--- config.mk ---
export PLATFORM = sky130hd
export DESIGN_NAME = pcm_chan
export DESIGN_NICKNAME = d
export VERILOG_FILES = /design/src/pcm_pkg.sv /design/src/pcm_ratio.sv /design/src/pcm_chan.sv
export SDC_FILE = /design/constraint.sdc
export NUM_CORES = 1
export LEC_CHECK = 0
export BUFFER_PORTS_ARGS = -buffer_cell sky130_fd_sc_hd__buf_2
export CAP_MARGIN = 20
export CORE_AREA = 2 2 193 195
export DETAILED_ROUTE_END_ITERATION = 10
export DIE_AREA = 0 0 195 197
export GPL_TIMING_DRIVEN = 0
export PLACE_DENSITY = 0.76
export SLEW_MARGIN = 15
export SYNTH_ARGS = -nofsm -noshare
export SYNTH_HDL_FRONTEND = slang
export SYNTH_SLANG_ARGS = --single-unit
--- constraint.sdc ---
create_clock -name vclk -period 11.45
set_input_delay 2.29 -clock vclk [all_inputs]
set_output_delay 2.29 -clock vclk [all_outputs]
set_load 0.02 [all_outputs]
--- src/pcm_pkg.sv ---
// Shared types and constants for the pseudocolor map.
package pcm_pkg;

    localparam int LEVEL_W = 8;
    localparam int CHAN_W  = 8;
    localparam int CMAP_W  = 3;

    typedef enum logic [CMAP_W-1:0] {
        CMAP_GRAY   = 3'd0,
        CMAP_COOL   = 3'd1,
        CMAP_HOT    = 3'd2,
        CMAP_JET    = 3'd3,
        CMAP_COPPER = 3'd4,
        CMAP_SUMMER = 3'd5,
        CMAP_AUTUMN = 3'd6,
        CMAP_WINTER = 3'd7
    } t_colormap;

    typedef struct packed {
        logic [CHAN_W-1:0] red;
        logic [CHAN_W-1:0] green;
        logic [CHAN_W-1:0] blue;
    } t_rgb;

endpackage

--- src/pcm_ratio.sv ---
// Constant affine ratio: floor((A*x+B)/D) clamped to 0..LEVELS-1.
module pcm_ratio import pcm_pkg::*; #(
    parameter int     LEVELS = 256,
    parameter longint A      = 1,
    parameter longint B      = 0,
    parameter longint D      = 1
) (
    input  logic [LEVEL_W-1:0]         i_x,
    output logic [$clog2(LEVELS)-1:0]  o_y
);

    localparam int     VW   = $clog2(LEVELS);
    localparam int     EW   = 64;
    localparam longint TOP  = longint'(LEVELS) - 1;
    localparam longint XM   = (longint'(1) << LEVEL_W) - 1;
    localparam longint AA   = (A < 0) ? -A : A;
    localparam longint BA   = (B < 0) ? -B : B;
    localparam longint TMAX = AA * XM + BA;
    // 2^SH >= TMAX*D makes the reciprocal product exact for all t in 0..TMAX
    localparam int     SH   = $clog2(TMAX + 1) + $clog2(D);
    localparam longint M    = ((longint'(1) << SH) + D - 1) / D;
    localparam longint PMAX = TMAX * M;
    localparam int     PW   = $clog2(PMAX + 1) + 1;

    localparam logic signed [PW-1:0] AM_C = PW'(A * M);
    localparam logic signed [PW-1:0] BM_C = PW'(B * M);

    logic signed [PW-1:0] xs;
    logic signed [PW-1:0] p;
    logic [EW-1:0]        q;

    assign xs = PW'(i_x);
    assign p  = xs * AM_C + BM_C;
    assign q  = EW'(p[PW-2:SH]);

    always_comb begin
        if (p[PW-1]) begin
            o_y = '0;
        end else if (q > EW'(TOP)) begin
            o_y = VW'(TOP);
        end else begin
            o_y = q[VW-1:0];
        end
    end

endmodule

--- src/pcm_chan.sv ---
// Colormap datapath: clamps the level and evaluates all eight maps.
module pcm_chan import pcm_pkg::*; #(
    parameter int LEVELS = 256
) (
    input  logic [LEVEL_W-1:0] i_level,
    input  t_colormap          i_cmap,
    output t_rgb               o_rgb
);

    localparam int VW       = $clog2(LEVELS);
    localparam int WW       = VW + 5;
    localparam int TOP      = LEVELS - 1;
    localparam int XFULL    = (1 << LEVEL_W) - 1;
    localparam int XMAX     = (TOP > XFULL) ? XFULL : TOP;
    localparam int H        = (3 * LEVELS + 4) / 8;
    localparam int HD       = TOP - 2 * H;
    localparam int Q        = (LEVELS + 2) / 4;
    localparam int SUMMER_B = (4 * TOP + 5) / 10;

    logic [LEVEL_W-1:0] x;
    logic [WW-1:0]      xw;
    logic [WW-1:0]      x2;
    logic [WW-1:0]      cop_r_w;
    logic [WW-1:0]      sum_g_w;
    logic [WW-1:0]      win_b_w;
    logic [VW-1:0]      cop_r, cop_g, cop_b;
    logic [VW-1:0]      hot_r_lin, hot_g_lin, hot_b_lin;
    logic [VW-1:0]      hot_r, hot_g, hot_b;
    logic [2:0][VW-1:0] jet;
    logic [VW-1:0]      vr, vg, vb;

    assign x  = (i_level > LEVEL_W'(XMAX)) ? LEVEL_W'(XMAX) : i_level;
    assign xw = WW'(x);
    assign x2 = WW'({x, 1'b0});

    // copper
    assign cop_r_w = (xw * WW'(10) + WW'(4)) >> 3;
    assign cop_r   = (cop_r_w > WW'(TOP)) ? VW'(TOP) : cop_r_w[VW-1:0];

    pcm_ratio #(.LEVELS(LEVELS), .A(15624), .B(10000), .D(20000)) u_cop_g (
        .i_x(x), .o_y(cop_g)
    );
    pcm_ratio #(.LEVELS(LEVELS), .A(9950), .B(10000), .D(20000)) u_cop_b (
        .i_x(x), .o_y(cop_b)
    );

    // summer green and winter blue are halves
    assign sum_g_w = (WW'(TOP) + xw + WW'(1)) >> 1;
    assign win_b_w = (WW'(2 * TOP) - xw + WW'(1)) >> 1;

    // hot
    pcm_ratio #(
        .LEVELS(LEVELS), .A(longint'(2 * TOP)), .B(longint'(H)), .D(longint'(2 * H))
    ) u_hot_r (
        .i_x(x), .o_y(hot_r_lin)
    );
    pcm_ratio #(
        .LEVELS(LEVELS), .A(longint'(2 * TOP)),
        .B(longint'(H) - longint'(2 * H) * TOP), .D(longint'(2 * H))
    ) u_hot_g (
        .i_x(x), .o_y(hot_g_lin)
    );
    pcm_ratio #(
        .LEVELS(LEVELS), .A(longint'(2 * TOP)),
        .B(longint'(HD) - longint'(4 * H) * TOP), .D(longint'(2 * HD))
    ) u_hot_b (
        .i_x(x), .o_y(hot_b_lin)
    );

    assign hot_r = (xw <= WW'(H)) ? hot_r_lin : VW'(TOP);
    assign hot_g = (xw <= WW'(H))     ? '0 :
                   (xw <= WW'(2 * H)) ? hot_g_lin : VW'(TOP);
    assign hot_b = (xw <= WW'(2 * H)) ? '0 : hot_b_lin;

    // jet: trapezoids shifted by 1.5Q, 0.5Q and -0.5Q
    for (genvar k = 0; k < 3; k++) begin : g_jet
        localparam int C = (k == 0) ? 3 * Q : ((k == 1) ? Q : -Q);
        logic [VW-1:0] rise;
        logic [VW-1:0] fall;

        pcm_ratio #(
            .LEVELS(LEVELS), .A(longint'(4 * TOP)),
            .B(longint'(2 * Q) - longint'(2 * C) * TOP), .D(longint'(4 * Q))
        ) u_rise (
            .i_x(x), .o_y(rise)
        );
        pcm_ratio #(
            .LEVELS(LEVELS), .A(-longint'(4 * TOP)),
            .B(longint'(2 * Q) + longint'(12 * Q + 2 * C) * TOP), .D(longint'(4 * Q))
        ) u_fall (
            .i_x(x), .o_y(fall)
        );

        assign jet[k] = (x2 <= WW'(2 * Q + C)) ? rise :
                        (x2 <= WW'(4 * Q + C)) ? VW'(TOP) :
                        (x2 <= WW'(6 * Q + C)) ? fall : '0;
    end

    always_comb begin
        case (i_cmap)
            CMAP_GRAY: begin
                vr = VW'(x);
                vg = VW'(x);
                vb = VW'(x);
            end
            CMAP_COOL: begin
                vr = VW'(x);
                vg = VW'(TOP) - VW'(x);
                vb = VW'(TOP);
            end
            CMAP_HOT: begin
                vr = hot_r;
                vg = hot_g;
                vb = hot_b;
            end
            CMAP_JET: begin
                vr = jet[0];
                vg = jet[1];
                vb = jet[2];
            end
            CMAP_COPPER: begin
                vr = cop_r;
                vg = cop_g;
                vb = cop_b;
            end
            CMAP_SUMMER: begin
                vr = VW'(x);
                vg = sum_g_w[VW-1:0];
                vb = VW'(SUMMER_B);
            end
            CMAP_AUTUMN: begin
                vr = VW'(TOP);
                vg = VW'(x);
                vb = '0;
            end
            CMAP_WINTER: begin
                vr = '0;
                vg = VW'(x);
                vb = win_b_w[VW-1:0];
            end
            default: begin
                vr = '0;
                vg = '0;
                vb = '0;
            end
        endcase
    end

    assign o_rgb.red   = CHAN_W'(vr);
    assign o_rgb.green = CHAN_W'(vg);
    assign o_rgb.blue  = CHAN_W'(vb);

endmodule

After elaboration in Yosys (flattened, before gate mapping)
Index checks and enable logic that the tools add are counted.
{"block": "word_totals", "out_inout_bits": 24, "register_bits": 0, "wordCells": 96, "input_bits": 11}
{"block": "op_classes", "n_lt_le_gt_ge": 20, "n_mux": 40, "n_addsub": 17, "eq_ne": 7, "multipliers": 9, "reduce_logical": 3}
{"operator": "8-bit two-way mux", "n": 37}
{"operator": "8-bit by 26-bit multiplier with 34-bit output, second input constant", "n": 3}
{"operator": "8-bit one-hot mux with 6 select lines", "n": 2}
{"operator": "39-bit by 38-bit adder with 39-bit output, second input constant", "n": 2}
{"operator": "11-bit by 8-bit greater-than comparator with 1-bit output, second input constant", "n": 6}
{"operator": "8-bit one-hot mux with 8 select lines", "n": 1}
{"operator": "46-bit by 38-bit adder with 46-bit output, second input constant", "n": 1}
{"operator": "45-bit by 38-bit adder with 45-bit output, second input constant", "n": 1}
{"operator": "41-bit by 40-bit adder with 41-bit output, second input constant", "n": 1}
{"operator": "8-bit by 33-bit multiplier with 41-bit output, second input constant", "n": 1}
{"operator": "8-bit by 32-bit multiplier with 40-bit output, second input constant", "n": 1}
{"operator": "39-bit by 35-bit adder with 39-bit output, second input constant", "n": 1}
{"operator": "39-bit by 36-bit adder with 39-bit output, second input constant", "n": 1}
{"operator": "39-bit by 37-bit adder with 39-bit output, second input constant", "n": 1}
{"operator": "37-bit by 35-bit adder with 37-bit output, second input constant", "n": 1}
{"operator": "37-bit by 36-bit adder with 37-bit output, second input constant", "n": 1}
{"operator": "36-bit by 26-bit adder with 36-bit output, second input constant", "n": 1}
{"operator": "9-bit by 9-bit multiplier with 18-bit output, second input constant", "n": 2}
{"operator": "10-bit by 8-bit greater-than comparator with 1-bit output, second input constant", "n": 3}
{"operator": "9-bit less-or-equal comparator, second input constant", "n": 2}
{"operator": "8-bit greater-than comparator, second input constant", "n": 2}
{"operator": "8-bit by 8-bit multiplier with 16-bit output, second input constant", "n": 1}
{"operator": "12-bit by 3-bit adder with 13-bit output, second input constant", "n": 1}
{"operator": "3-bit == test, second input constant", "n": 4}
{"operator": "other kinds (17)", "n": 19}

Depth between registers and ports, before layout
Gate-level depths: netlist of the first run.
{"block": "logic_depth", "depth_word": 11, "ltp_mapped": 25, "mapped_depth_nobuf": 24}

Hierarchy
A second synthesis of the first run with hierarchy kept.
{"block": "unflattened", "cells_unflattened": 3166, "area_unflattened_um2": 25874.8}
{"mod": "pcm_ratio at u_cop_b", "cells_each": 667, "area_per_inst_um2": 5447.7, "seq_area_each_um2": 0.0, "instances": 1}
{"mod": "pcm_ratio at u_cop_g", "cells_each": 637, "area_per_inst_um2": 5048.6, "seq_area_each_um2": 0.0, "instances": 1}
{"mod": "pcm_ratio at u_hot_b", "cells_each": 458, "area_per_inst_um2": 3696.0, "seq_area_each_um2": 0.0, "instances": 1}
{"mod": "pcm_chan", "cells_each": 315, "area_per_inst_um2": 2072.0, "seq_area_each_um2": 0.0, "instances": 1}
{"mod": "pcm_ratio at g_jet[1].u_rise", "cells_each": 220, "area_per_inst_um2": 2033.2, "seq_area_each_um2": 0.0, "instances": 1}
{"mod": "pcm_ratio at g_jet[0].u_rise", "cells_each": 220, "area_per_inst_um2": 2020.7, "seq_area_each_um2": 0.0, "instances": 1}
{"mod": "pcm_ratio at g_jet[2].u_rise", "cells_each": 195, "area_per_inst_um2": 1791.7, "seq_area_each_um2": 0.0, "instances": 1}
{"mod": "pcm_ratio at u_hot_g", "cells_each": 155, "area_per_inst_um2": 1302.5, "seq_area_each_um2": 0.0, "instances": 1}
{"mod": "pcm_ratio at u_hot_r", "cells_each": 144, "area_per_inst_um2": 1261.2, "seq_area_each_um2": 0.0, "instances": 1}
{"mod": "pcm_ratio at g_jet[1].u_fall", "cells_each": 57, "area_per_inst_um2": 430.4, "seq_area_each_um2": 0.0, "instances": 1}
{"mod": "pcm_ratio at g_jet[2].u_fall", "cells_each": 53, "area_per_inst_um2": 429.2, "seq_area_each_um2": 0.0, "instances": 1}
{"mod": "pcm_ratio at g_jet[0].u_fall", "cells_each": 45, "area_per_inst_um2": 341.6, "seq_area_each_um2": 0.0, "instances": 1}

Worst setup path after synthesis of the first run
No wires, ideal clock.
{"block": "synth_timing", "kind": "input -> output", "from": "input port i_level[6]", "to": "output port o_rgb[5] (netlist bit)", "cell_stages": 21, "arrival_time_ns": 8.573, "required_ns": 9.160, "path_slack_ns": 0.587, "n_path_buf": 3, "path_cell_list": "clkbuf_1 > clkinv_1 > ha_1 > fa_1 > fa_1 > fa_1 > ha_1 > clkbuf_1 > and3_1 > a22oi_1 > o221ai_1 > o31a_1 > a2111oi_0 > nor4b_2 > nand4_1 > o2bb2a_1 > buf_2 > and4bb_1 > xnor2_1 > a21o_1 > a31oi_1"}
{"item": "start, declared", "line": "pcm_chan.sv:5", "text": "input logic [LEVEL_W-1:0] i_level,"}
{"item": "end, declared", "line": "pcm_chan.sv:7", "text": "output t_rgb o_rgb"}

==> results of run 1 <==
-- worst max path at each step --
stage | depth (start not counted) | from | slack, ns | end
3_3_place_gp | 22 | i_level[6] | -2.16 | o_rgb[9]
4_1_cts | 23 | i_level[3] | 0.0001 | o_rgb[15]
6_report | 27 | i_level[3] | 0.11 | o_rgb[14]
2_1_floorplan | 21 | i_level[6] | 0.59 | o_rgb[5]
5_1_grt | 24 | i_level[5] | -0.05 | o_rgb[15]
3_5_place_dp | 22 | i_level[6] | -2.26 | o_rgb[9]
-- where the power goes --
part	internal, mW	switching, mW
Clock	0	0
Sequential	0	0
Combinational	2.26	3.83
Total	2.26	3.83
-- what timing repair did --
item	in CTS	in global routing
pin swaps	7	9
gates resized for setup	67	40
buffers inserted	25	10
setup endpoints to repair	24	17
hold buffers	0	0
-- layout by cell type, fill, tap and decap left out, drive strengths merged, types with 37 or more instances in the layout --
cell type and count:
nor2 150, inv 279, xor2 37, o21ai 139, nor3 58, buf 84, nand4 46, xnor2 99
fa 183, a21o 62, nand3 62, a21oi 181, ha 297, clkbuf 64, nand2 151
-- final cells by class --
cell class,instances,share of cell area (%)
Buffer,77,1.70
Multi-Input combinational cell,1961,86.8
Inverter,290,5.87
Timing Repair Buffer,71,2.59
Tap cell,468,3.01
-- logic make-up after synthesis --
| kind of cell | count (synthesis) | share of synthesized area (%) |
|---|---|---|
| adder cells (fa/ha/maj) | 480 | 40.9 |
| XOR/XNOR | 136 | 6.60 |
| AND/OR/NAND/NOR | 645 | 18.3 |
| AO/OA/AOI/OAI | 678 | 25.1 |
| buffers and inverters | 375 | 7.86 |
| multiplexers | 22 | 1.25 |
-- routing by layer --
| layer | part of all wire (%) | vias to the layer above |
|---|---|---|
| met3 | 9.7 | 213 |
| met1 | 40 | 9000 |
| met4 | 4.5 | 0 |
| met5 | 0 | - |
| met2 | 46 | 1080 |
| li1 | - | 8530 |
-- critical path: stages --
cell,delay (ns)
buf_6,0.18
fa_2,0.77
inv_1,0.09
fa_1,0.49
inv_1,0.06
fa_1,0.54
inv_1,0.06
fa_1,0.41
inv_1,0.07
ha_1,0.22
clkbuf_1,0.20
a21o_1,0.23
a21oi_1,0.24
o31ai_2,0.14
a41oi_1,0.33
xnor2_2,0.22
inv_1,0.24
ha_1,0.28
inv_1,0.08
a41oi_2,0.06
a311o_2,0.53
a21o_1,0.19
o221a_2,0.28
o21ai_0,0.31
a32oi_1,0.13
o31ai_1,0.14
buf_2,0.23
-- stage by stage --
| step | hold WS, ns | TNS (ns) | util (%) |
|---|---|---|---|
| detailed placement | 5.32 | -42.55 | 51.8 |
| global placement | 5.31 | -41.18 | 51.8 |
| global route | 5.13 | -0.0712 | 53.6 |
| CTS | 5.19 | 0 | 53.0 |
| finish | 5.13 | 0 | 53.6 |
| floorplan | 4.70 | 0 | - |
==> impl_metrics.ini, run 1 <==
[run_status]
status = complete, no violations

[sta]
period_share_pct = 99.0
finalHoldViolCount = 0
drv_slew = 0
setup_viol = 0
worst_slack_ns = 0.114
layout_min_cycle_time_ns = 11.34
slew_headroom_pct = 36.2
max_freq_mhz = 88.2
worstMarginPinSlew_ns = 0.949

[global_route]
grt_pass1_wl_um = 100000
met2_usage_pct = 54.6
grt_max_degree = 26
met1_usage_pct = 42.7
grtUsageTotal_pct = 32.8
grt_pass1_vias = 18100
met3_usage_pct = 5.65
overflow = 0
top_usage_layer = met2
antenna_found_initial = 1

[layout]
regArea_um2 = 0
nFillCells = 3452
final_area_um2 = 19400
nClkBuffers = 0
area_growth_syn_to_layout_pct = 7.73
num-nets-final = 2892
drive_above_1_share_pct = 7.92
multiInputGateArea_um2 = 16900
instances_no_fill = 2867
nFlopsAndLatches = 0
n_antenna_cell = 0

[logic_synthesis]
syn_nets = 2827
synth_top_area_share_pct = 20.6
synth_most_common_cell = ha_1
syn_avg_cell_area_um2 = 7.72
synthTopCellsByCount = ha_1, inv_1, fa_1
yosysTopAreaCell = ha_1
yosysWarnings = 0
syn_area_um2 = 18000
synth_cell_types = 96
synth_area_leaders = ha_1, fa_1, inv_1, a21oi_1, xnor2_1
synth-seq-area-share_pct = 0
syn_inst = 2336

[detailed_routing]
firstDrtPassIters = 6
wl_per_cell_um = 22.4
avgViaCountPerCell = 6.57
ant_nets = 0
num_vias = 18800
drc = 0
routed_wl_um = 64200
drt_iter0_drc = 1968

[die]
rows = 70
die_area_um2 = 38400
die_width_um = 195
initial_core_util_pct = 49.7
core_um2 = 36300
io-pin-count = 35
die-height_um = 197

[worst_setup_path]
criticalPathCategory = input pin to output pin
cp.arrival_ns = 9.05
crit_required_ns = 9.16
start_kind = input pin
cp-end-kind = output pin
crit_fanout = 19

[place]
place.gp.congestion = 1.05
hpwl_um = 51400
placed_area_um2 = 18800
pre_cts_ws_ns = -2.26
dp.cells = 2838
io_buffers = 34

[power]
power_mw = 6.08
powerDensity_nw_per_um2 = 313
power.leakage_nw = 9.10
ir_worst_vdd_v = 0.000165

[hold_path]
min_from = i_level[3]
holdPathEnd = o_rgb[3]
hp-class = input pin to output pin
min_path_cells = 4

[job]
maxCapViolCount = 0
(Power assumes the default switching activity.)
==> inputs of run 2 (changes only) <==
--- a/config.mk
+++ b/config.mk
@@ -5,13 +5,13 @@
 export SDC_FILE = /design/constraint.sdc
 export NUM_CORES = 1
 export LEC_CHECK = 0
-export BUFFER_PORTS_ARGS = -buffer_cell sky130_fd_sc_hd__buf_2
+export BUFFER_PORTS_ARGS = -buffer_cell sky130_fd_sc_hd__buf_4
 export CAP_MARGIN = 20
-export CORE_AREA = 2 2 193 195
+export CORE_AREA = 2 2 164 230
 export DETAILED_ROUTE_END_ITERATION = 10
-export DIE_AREA = 0 0 195 197
+export DIE_AREA = 0 0 166 232
 export GPL_TIMING_DRIVEN = 0
-export PLACE_DENSITY = 0.76
+export PLACE_DENSITY = 0.75
 export SLEW_MARGIN = 15
 export SYNTH_ARGS = -nofsm -noshare
 export SYNTH_HDL_FRONTEND = slang
==> run 2 against run 1 <==
Count of clock-buffer cells in the layout unchanged. Critical path depth fell by 1. Non-clock buffer count is 10 higher. First-iteration DRC count shrank 18%. Power is 1.1% higher. Final cell count is 0.31% higher. Die area is 0.25% higher. Via count down 0.45%. Routed wire length rose by 3.0%. Largest power group unchanged. Highest routed layer unchanged.
==> impl_metrics.ini, run 2 (same netlist as run 1, synthesis figures left out) <==
[run_status]
status = complete, no violations

[sta]
finalHoldViolCount = 0
setup_viol = 0
grt_setup_unrepaired = yes
worstMarginPinSlew_ns = 1.04
max_freq_mhz = 87.6
drv_slew = 0
fin_setup_tns_ns = 0
slew_headroom_pct = 29.9
layout_min_cycle_time_ns = 11.41
period_share_pct = 99.7

[die]
die_area_um2 = 38500
initial_core_util_pct = 49.5
io-pin-count = 35
die-height_um = 232
core_um2 = 36500
rows = 83
die_width_um = 166

[layout]
instances_no_fill = 2876
nClkBuffers = 0
n_antenna_cell = 0
final_cell_mix = ha_1, inv_1, a21oi_1, fa_1, nand2_1
final_common_cell = ha_1
regArea_um2 = 0
area_growth_syn_to_layout_pct = 9.08
nFillCells = 3404
nFlopsAndLatches = 0
num-nets-final = 2902
drive_above_1_share_pct = 8.72

[worst_setup_path]
cpPeakStageDelay_ns = 0.58
crit_fanout = 18
start_kind = input pin
criticalPathCategory = input pin to output pin
critPathBufInv = 9
cp.arrival_ns = 9.12
cp-end-kind = output pin
crit_required_ns = 9.16
cp_slowest_cell = fa_1
critPathTopFamily = adder cells

[power]
ir_worst_vdd_v = 0.000168
power.leakage_nw = 9.19
powerDensity_nw_per_um2 = 313

[detailed_routing]
drc = 0
firstDrtPassIters = 6
drt_iter0_drc = 1618
ant_nets = 0
routed_wl_um = 66100
avgViaCountPerCell = 6.52
wl_per_cell_um = 23.0
num_vias = 18700

[place]
place.gp.congestion = 1.03
io_buffers = 34
hpwl_um = 53600
dp.cells = 2837

[global_route]
grt_max_degree = 26
grt_pass1_wl_um = 103000
grt_pass1_vias = 18500
antenna_found_initial = 0
overflow = 0
grtUsageTotal_pct = 33.5

[clock_network]
ctsHoldBuffers = 0

[hold_path]
hp-class = input pin to output pin

[job]
maxCapViolCount = 0
==> run 2: per-layer routing <==
layer | track usage [%] | routed length [µm] | up-vias
met5 | 0 | 0 | -
met4 | 21.5 | 5060 | 0
met3 | 3.43 | 4460 | 288
met2 | 58.6 | 31900 | 870
met1 | 39.1 | 24700 | 9034
li1 | - | - | 8547
==> run 2: cell type report <==
type / instances / area [µm²] / share of cell area [%]
Tap cell: 467 / 584 / 2.97
Timing Repair Buffer: 81 / 671 / 3.41
Inverter: 290 / 1140 / 5.81
Multi-Input combinational cell: 1961 / 16900 / 86.1
Buffer: 77 / 338 / 1.72
==> run 2: worst paths after layout <==
| path | startpoint | endpoint | slack (ns) | cells past startpoint |
|---|---|---|---|---|
| max | i_level[6] | o_rgb[6] | 0.04 | 26 |
| min | i_level[1] | o_rgb[1] | 5.08 | 4 |
==> run 2: metrics by stage <==
step | utilization [%] | cell area, µm² | hold WS [ns] | total power [mW] | setup WS [ns]
finish | 54.0 | 19700 | 5.08 | 6.15 | 0.0401
global route | 54.0 | 19700 | 5.09 | 6.69 | -0.0283
CTS | 52.9 | 19300 | 5.11 | 5.84 | 0.00505
detailed placement | 51.8 | 18900 | 5.18 | 5.74 | -2.29
global placement | 51.8 | 18900 | 5.18 | 5.66 | -2.31
floorplan | - | 18000 | 4.70 | 4.22 | 0.587
==> run 2: power by group <==
group	internal, mW	switching, mW
sequential	0	0
clock	0	0
combinational	2.29	3.86
==> run 2: worst min-delay path, stage by stage <==
cell and delay [ns]:
buf_12 0.17, nor2_1 0.12, a21oi_1 0.05, buf_4 0.15
==> run 2: what timing repair did <==
| item | CTS | global route |
|---|---|---|
| gates resized for setup | 62 | 60 |
| setup endpoints to repair | 24 | 23 |
| buffers inserted | 23 | 23 |
| pin swaps | 5 | 10 |
| endpoints found under the hold margin | 0 | 0 |
==> inputs of run 3 (changes only) <==
--- a/config.mk
+++ b/config.mk
@@ -5,11 +5,12 @@
 export SDC_FILE = /design/constraint.sdc
 export NUM_CORES = 1
 export LEC_CHECK = 0
+export ABC_AREA = 1
 export BUFFER_PORTS_ARGS = -buffer_cell sky130_fd_sc_hd__buf_4
 export CAP_MARGIN = 20
-export CORE_AREA = 2 2 164 230
+export CORE_AREA = 2 2 173 242
 export DETAILED_ROUTE_END_ITERATION = 10
-export DIE_AREA = 0 0 166 232
+export DIE_AREA = 0 0 175 244
 export GPL_TIMING_DRIVEN = 0
 export PLACE_DENSITY = 0.75
 export SLEW_MARGIN = 15
==> run 3 against run 2 <==
Core utilization decreased by 1.3 points. Die area is 11% higher. Worst hold slack gained 0.032 ns. Flip-flop and latch count is the same. Design area increased by 8.2%. First-iteration DRC count shrank 16%. Final cell count rose by 36%. Count of clock-buffer cells in the layout did not move. Via count up 15%. Synthesized area grew 11%. Routed wire length grew 8.4%.
==> impl_metrics.ini, run 3 <==
[detailed_routing]
firstDrtPassIters = 6
routed_wl_um = 71600
wl_per_cell_um = 18.3
num_vias = 21600
drt_iter0_drc = 1363
drc = 0
avgViaCountPerCell = 5.52
ant_nets = 0

[sta]
max_freq_mhz = 89.2
drv_slew = 0
layout_min_cycle_time_ns = 11.21
finalHoldViolCount = 0
period_share_pct = 97.9
slew_headroom_pct = 24.0
grt_setup_unrepaired = no
worstMarginPinSlew_ns = 1.14
fin_setup_tns_ns = 0
setup_viol = 0

[global_route]
top_usage_layer = met2
antenna_found_initial = 0
met2_usage_pct = 61.0
met3_usage_pct = 2.64
met1_usage_pct = 37.0
overflow = 0
grt_max_degree = 22
grt_pass1_vias = 21400
grtUsageTotal_pct = 33.2
grt_pass1_wl_um = 112000

[worst_setup_path]
cp_slowest_cell = ha_4
criticalPathCategory = input pin to output pin
cpPeakStageDelay_ns = 0.62
critPathBufInv = 8
critPathTopFamily = adder cells
crit_top_cell = nand2_1
crit_cells = 31
start_kind = input pin
crit_path_end = o_rgb[14]
cp.arrival_ns = 8.92
crit_required_ns = 9.16
crit_path_start = i_level[3]
crit_fanout = 17
cp-end-kind = output pin

[logic_synthesis]
synth-seq-area-share_pct = 0
synth_most_common_cell = nand2_1
syn_area_um2 = 20000
synth_area_leaders = ha_1, fa_1, nand2_1, inv_1, nand3_1
synthTopCellsByCount = nand2_1, inv_1, nor2_1
yosysWarnings = 0
synth_cell_types = 55
yosysTopAreaCell = ha_1
syn_nets = 3807
synth_top_area_share_pct = 18.5
syn_avg_cell_area_um2 = 6.04
syn_inst = 3316

[die]
core_um2 = 40400
die_width_um = 175
io-pin-count = 35
initial_core_util_pct = 49.6
die-height_um = 244
die_area_um2 = 42700
rows = 87

[layout]
drive_above_1_share_pct = 4.21
nFlopsAndLatches = 0
instances_no_fill = 3909
nClkBuffers = 0
final_cell_mix = nand2_1, inv_1, nor2_1, ha_1, nand3_1
area_growth_syn_to_layout_pct = 6.17
final_common_cell = nand2_1
regArea_um2 = 0
num-nets-final = 3867
final_area_um2 = 21300

[hold_path]
min_from = i_cmap[2]
hp-class = input pin to output pin

[place]
hpwl_um = 60400
io_buffers = 35
placed_area_um2 = 21000
place.gp.congestion = 1.01
dp.cells = 3888

[run_status]
status = complete, no violations

[job]
maxCapViolCount = 0

[clock_network]
ctsHoldBuffers = 0
-- run 3: cell count changes in the layout (fill, tap and decap cells not counted), sizes merged, moves of 21 or more --
| cell | change |
|---|---|
| nand2 | +787 |
| inv | +363 |
| nand3 | +213 |
| nor2 | +193 |
| xnor2 | -75 |
| clkbuf | -54 |
| a21o | -50 |
| xor2 | +34 |
| buf | -32 |
| a211oi | -28 |
| o21ai | -26 |
| and3 | -25 |
| o21a | -25 |
| nand2b | -21 |
-- run 3: per-stage QoR --
stage	hold slack, ns	utilization (%)	setup WS, ns
floorplan	4.83	-	1.27
global placement	5.12	51.9	-1.54
detailed placement	5.11	52.1	-0.564
CTS	5.11	52.3	0.0111
global route	5.15	52.7	0.00718
finish	5.12	52.7	0.237
-- run 3: logic make-up (layout without fill, tap and decap cells) --
logic type | after synthesis | after routing | synth area share [%]
buffers and inverters | 665 | 723 | 12.5
adders and majority gates | 480 | 480 | 36.8
other | 0 | 1 | 0
and+or+nand+nor | 1716 | 1716 | 36.1
xor gates and xnor gates | 95 | 95 | 4.45
AOI/OAI and AO/OA | 360 | 360 | 10.1
-- run 3: cell type report --
| cell class | count | area, µm² |
|---|---|---|
| antenna | 1 | 2.50 |
| buffer | 14 | 65.1 |
| fill | 4245 | 19100 |
| inverter | 651 | 2460 |
| multi-input combinational | 2651 | 17600 |
| tap | 534 | 668 |
| timing repair buffer | 58 | 470 |
-- run 3: timing repair --
item / 4_1_cts / 5_1_grt
pin swaps: 0 / 1
setup buffers: 5 / 15
endpoints found under the setup margin: 16 / 16
gates resized for setup: 6 / 16
-- run 3: how the worst min path moves through the flow --
stage	to	cells after the start
floorplan	o_rgb[11]	2
CTS	o_rgb[13]	5
finish	o_rgb[13]	5
global placement	o_rgb[13]	5
global route	o_rgb[13]	5
detailed placement	o_rgb[13]	5
-- run 3: per-layer routing --
metal	part of all wire (%)	vias up
li1	-	10600
met1	37	9783
met2	49	874
met3	6.0	290
met4	7.7	0
met5	0	-
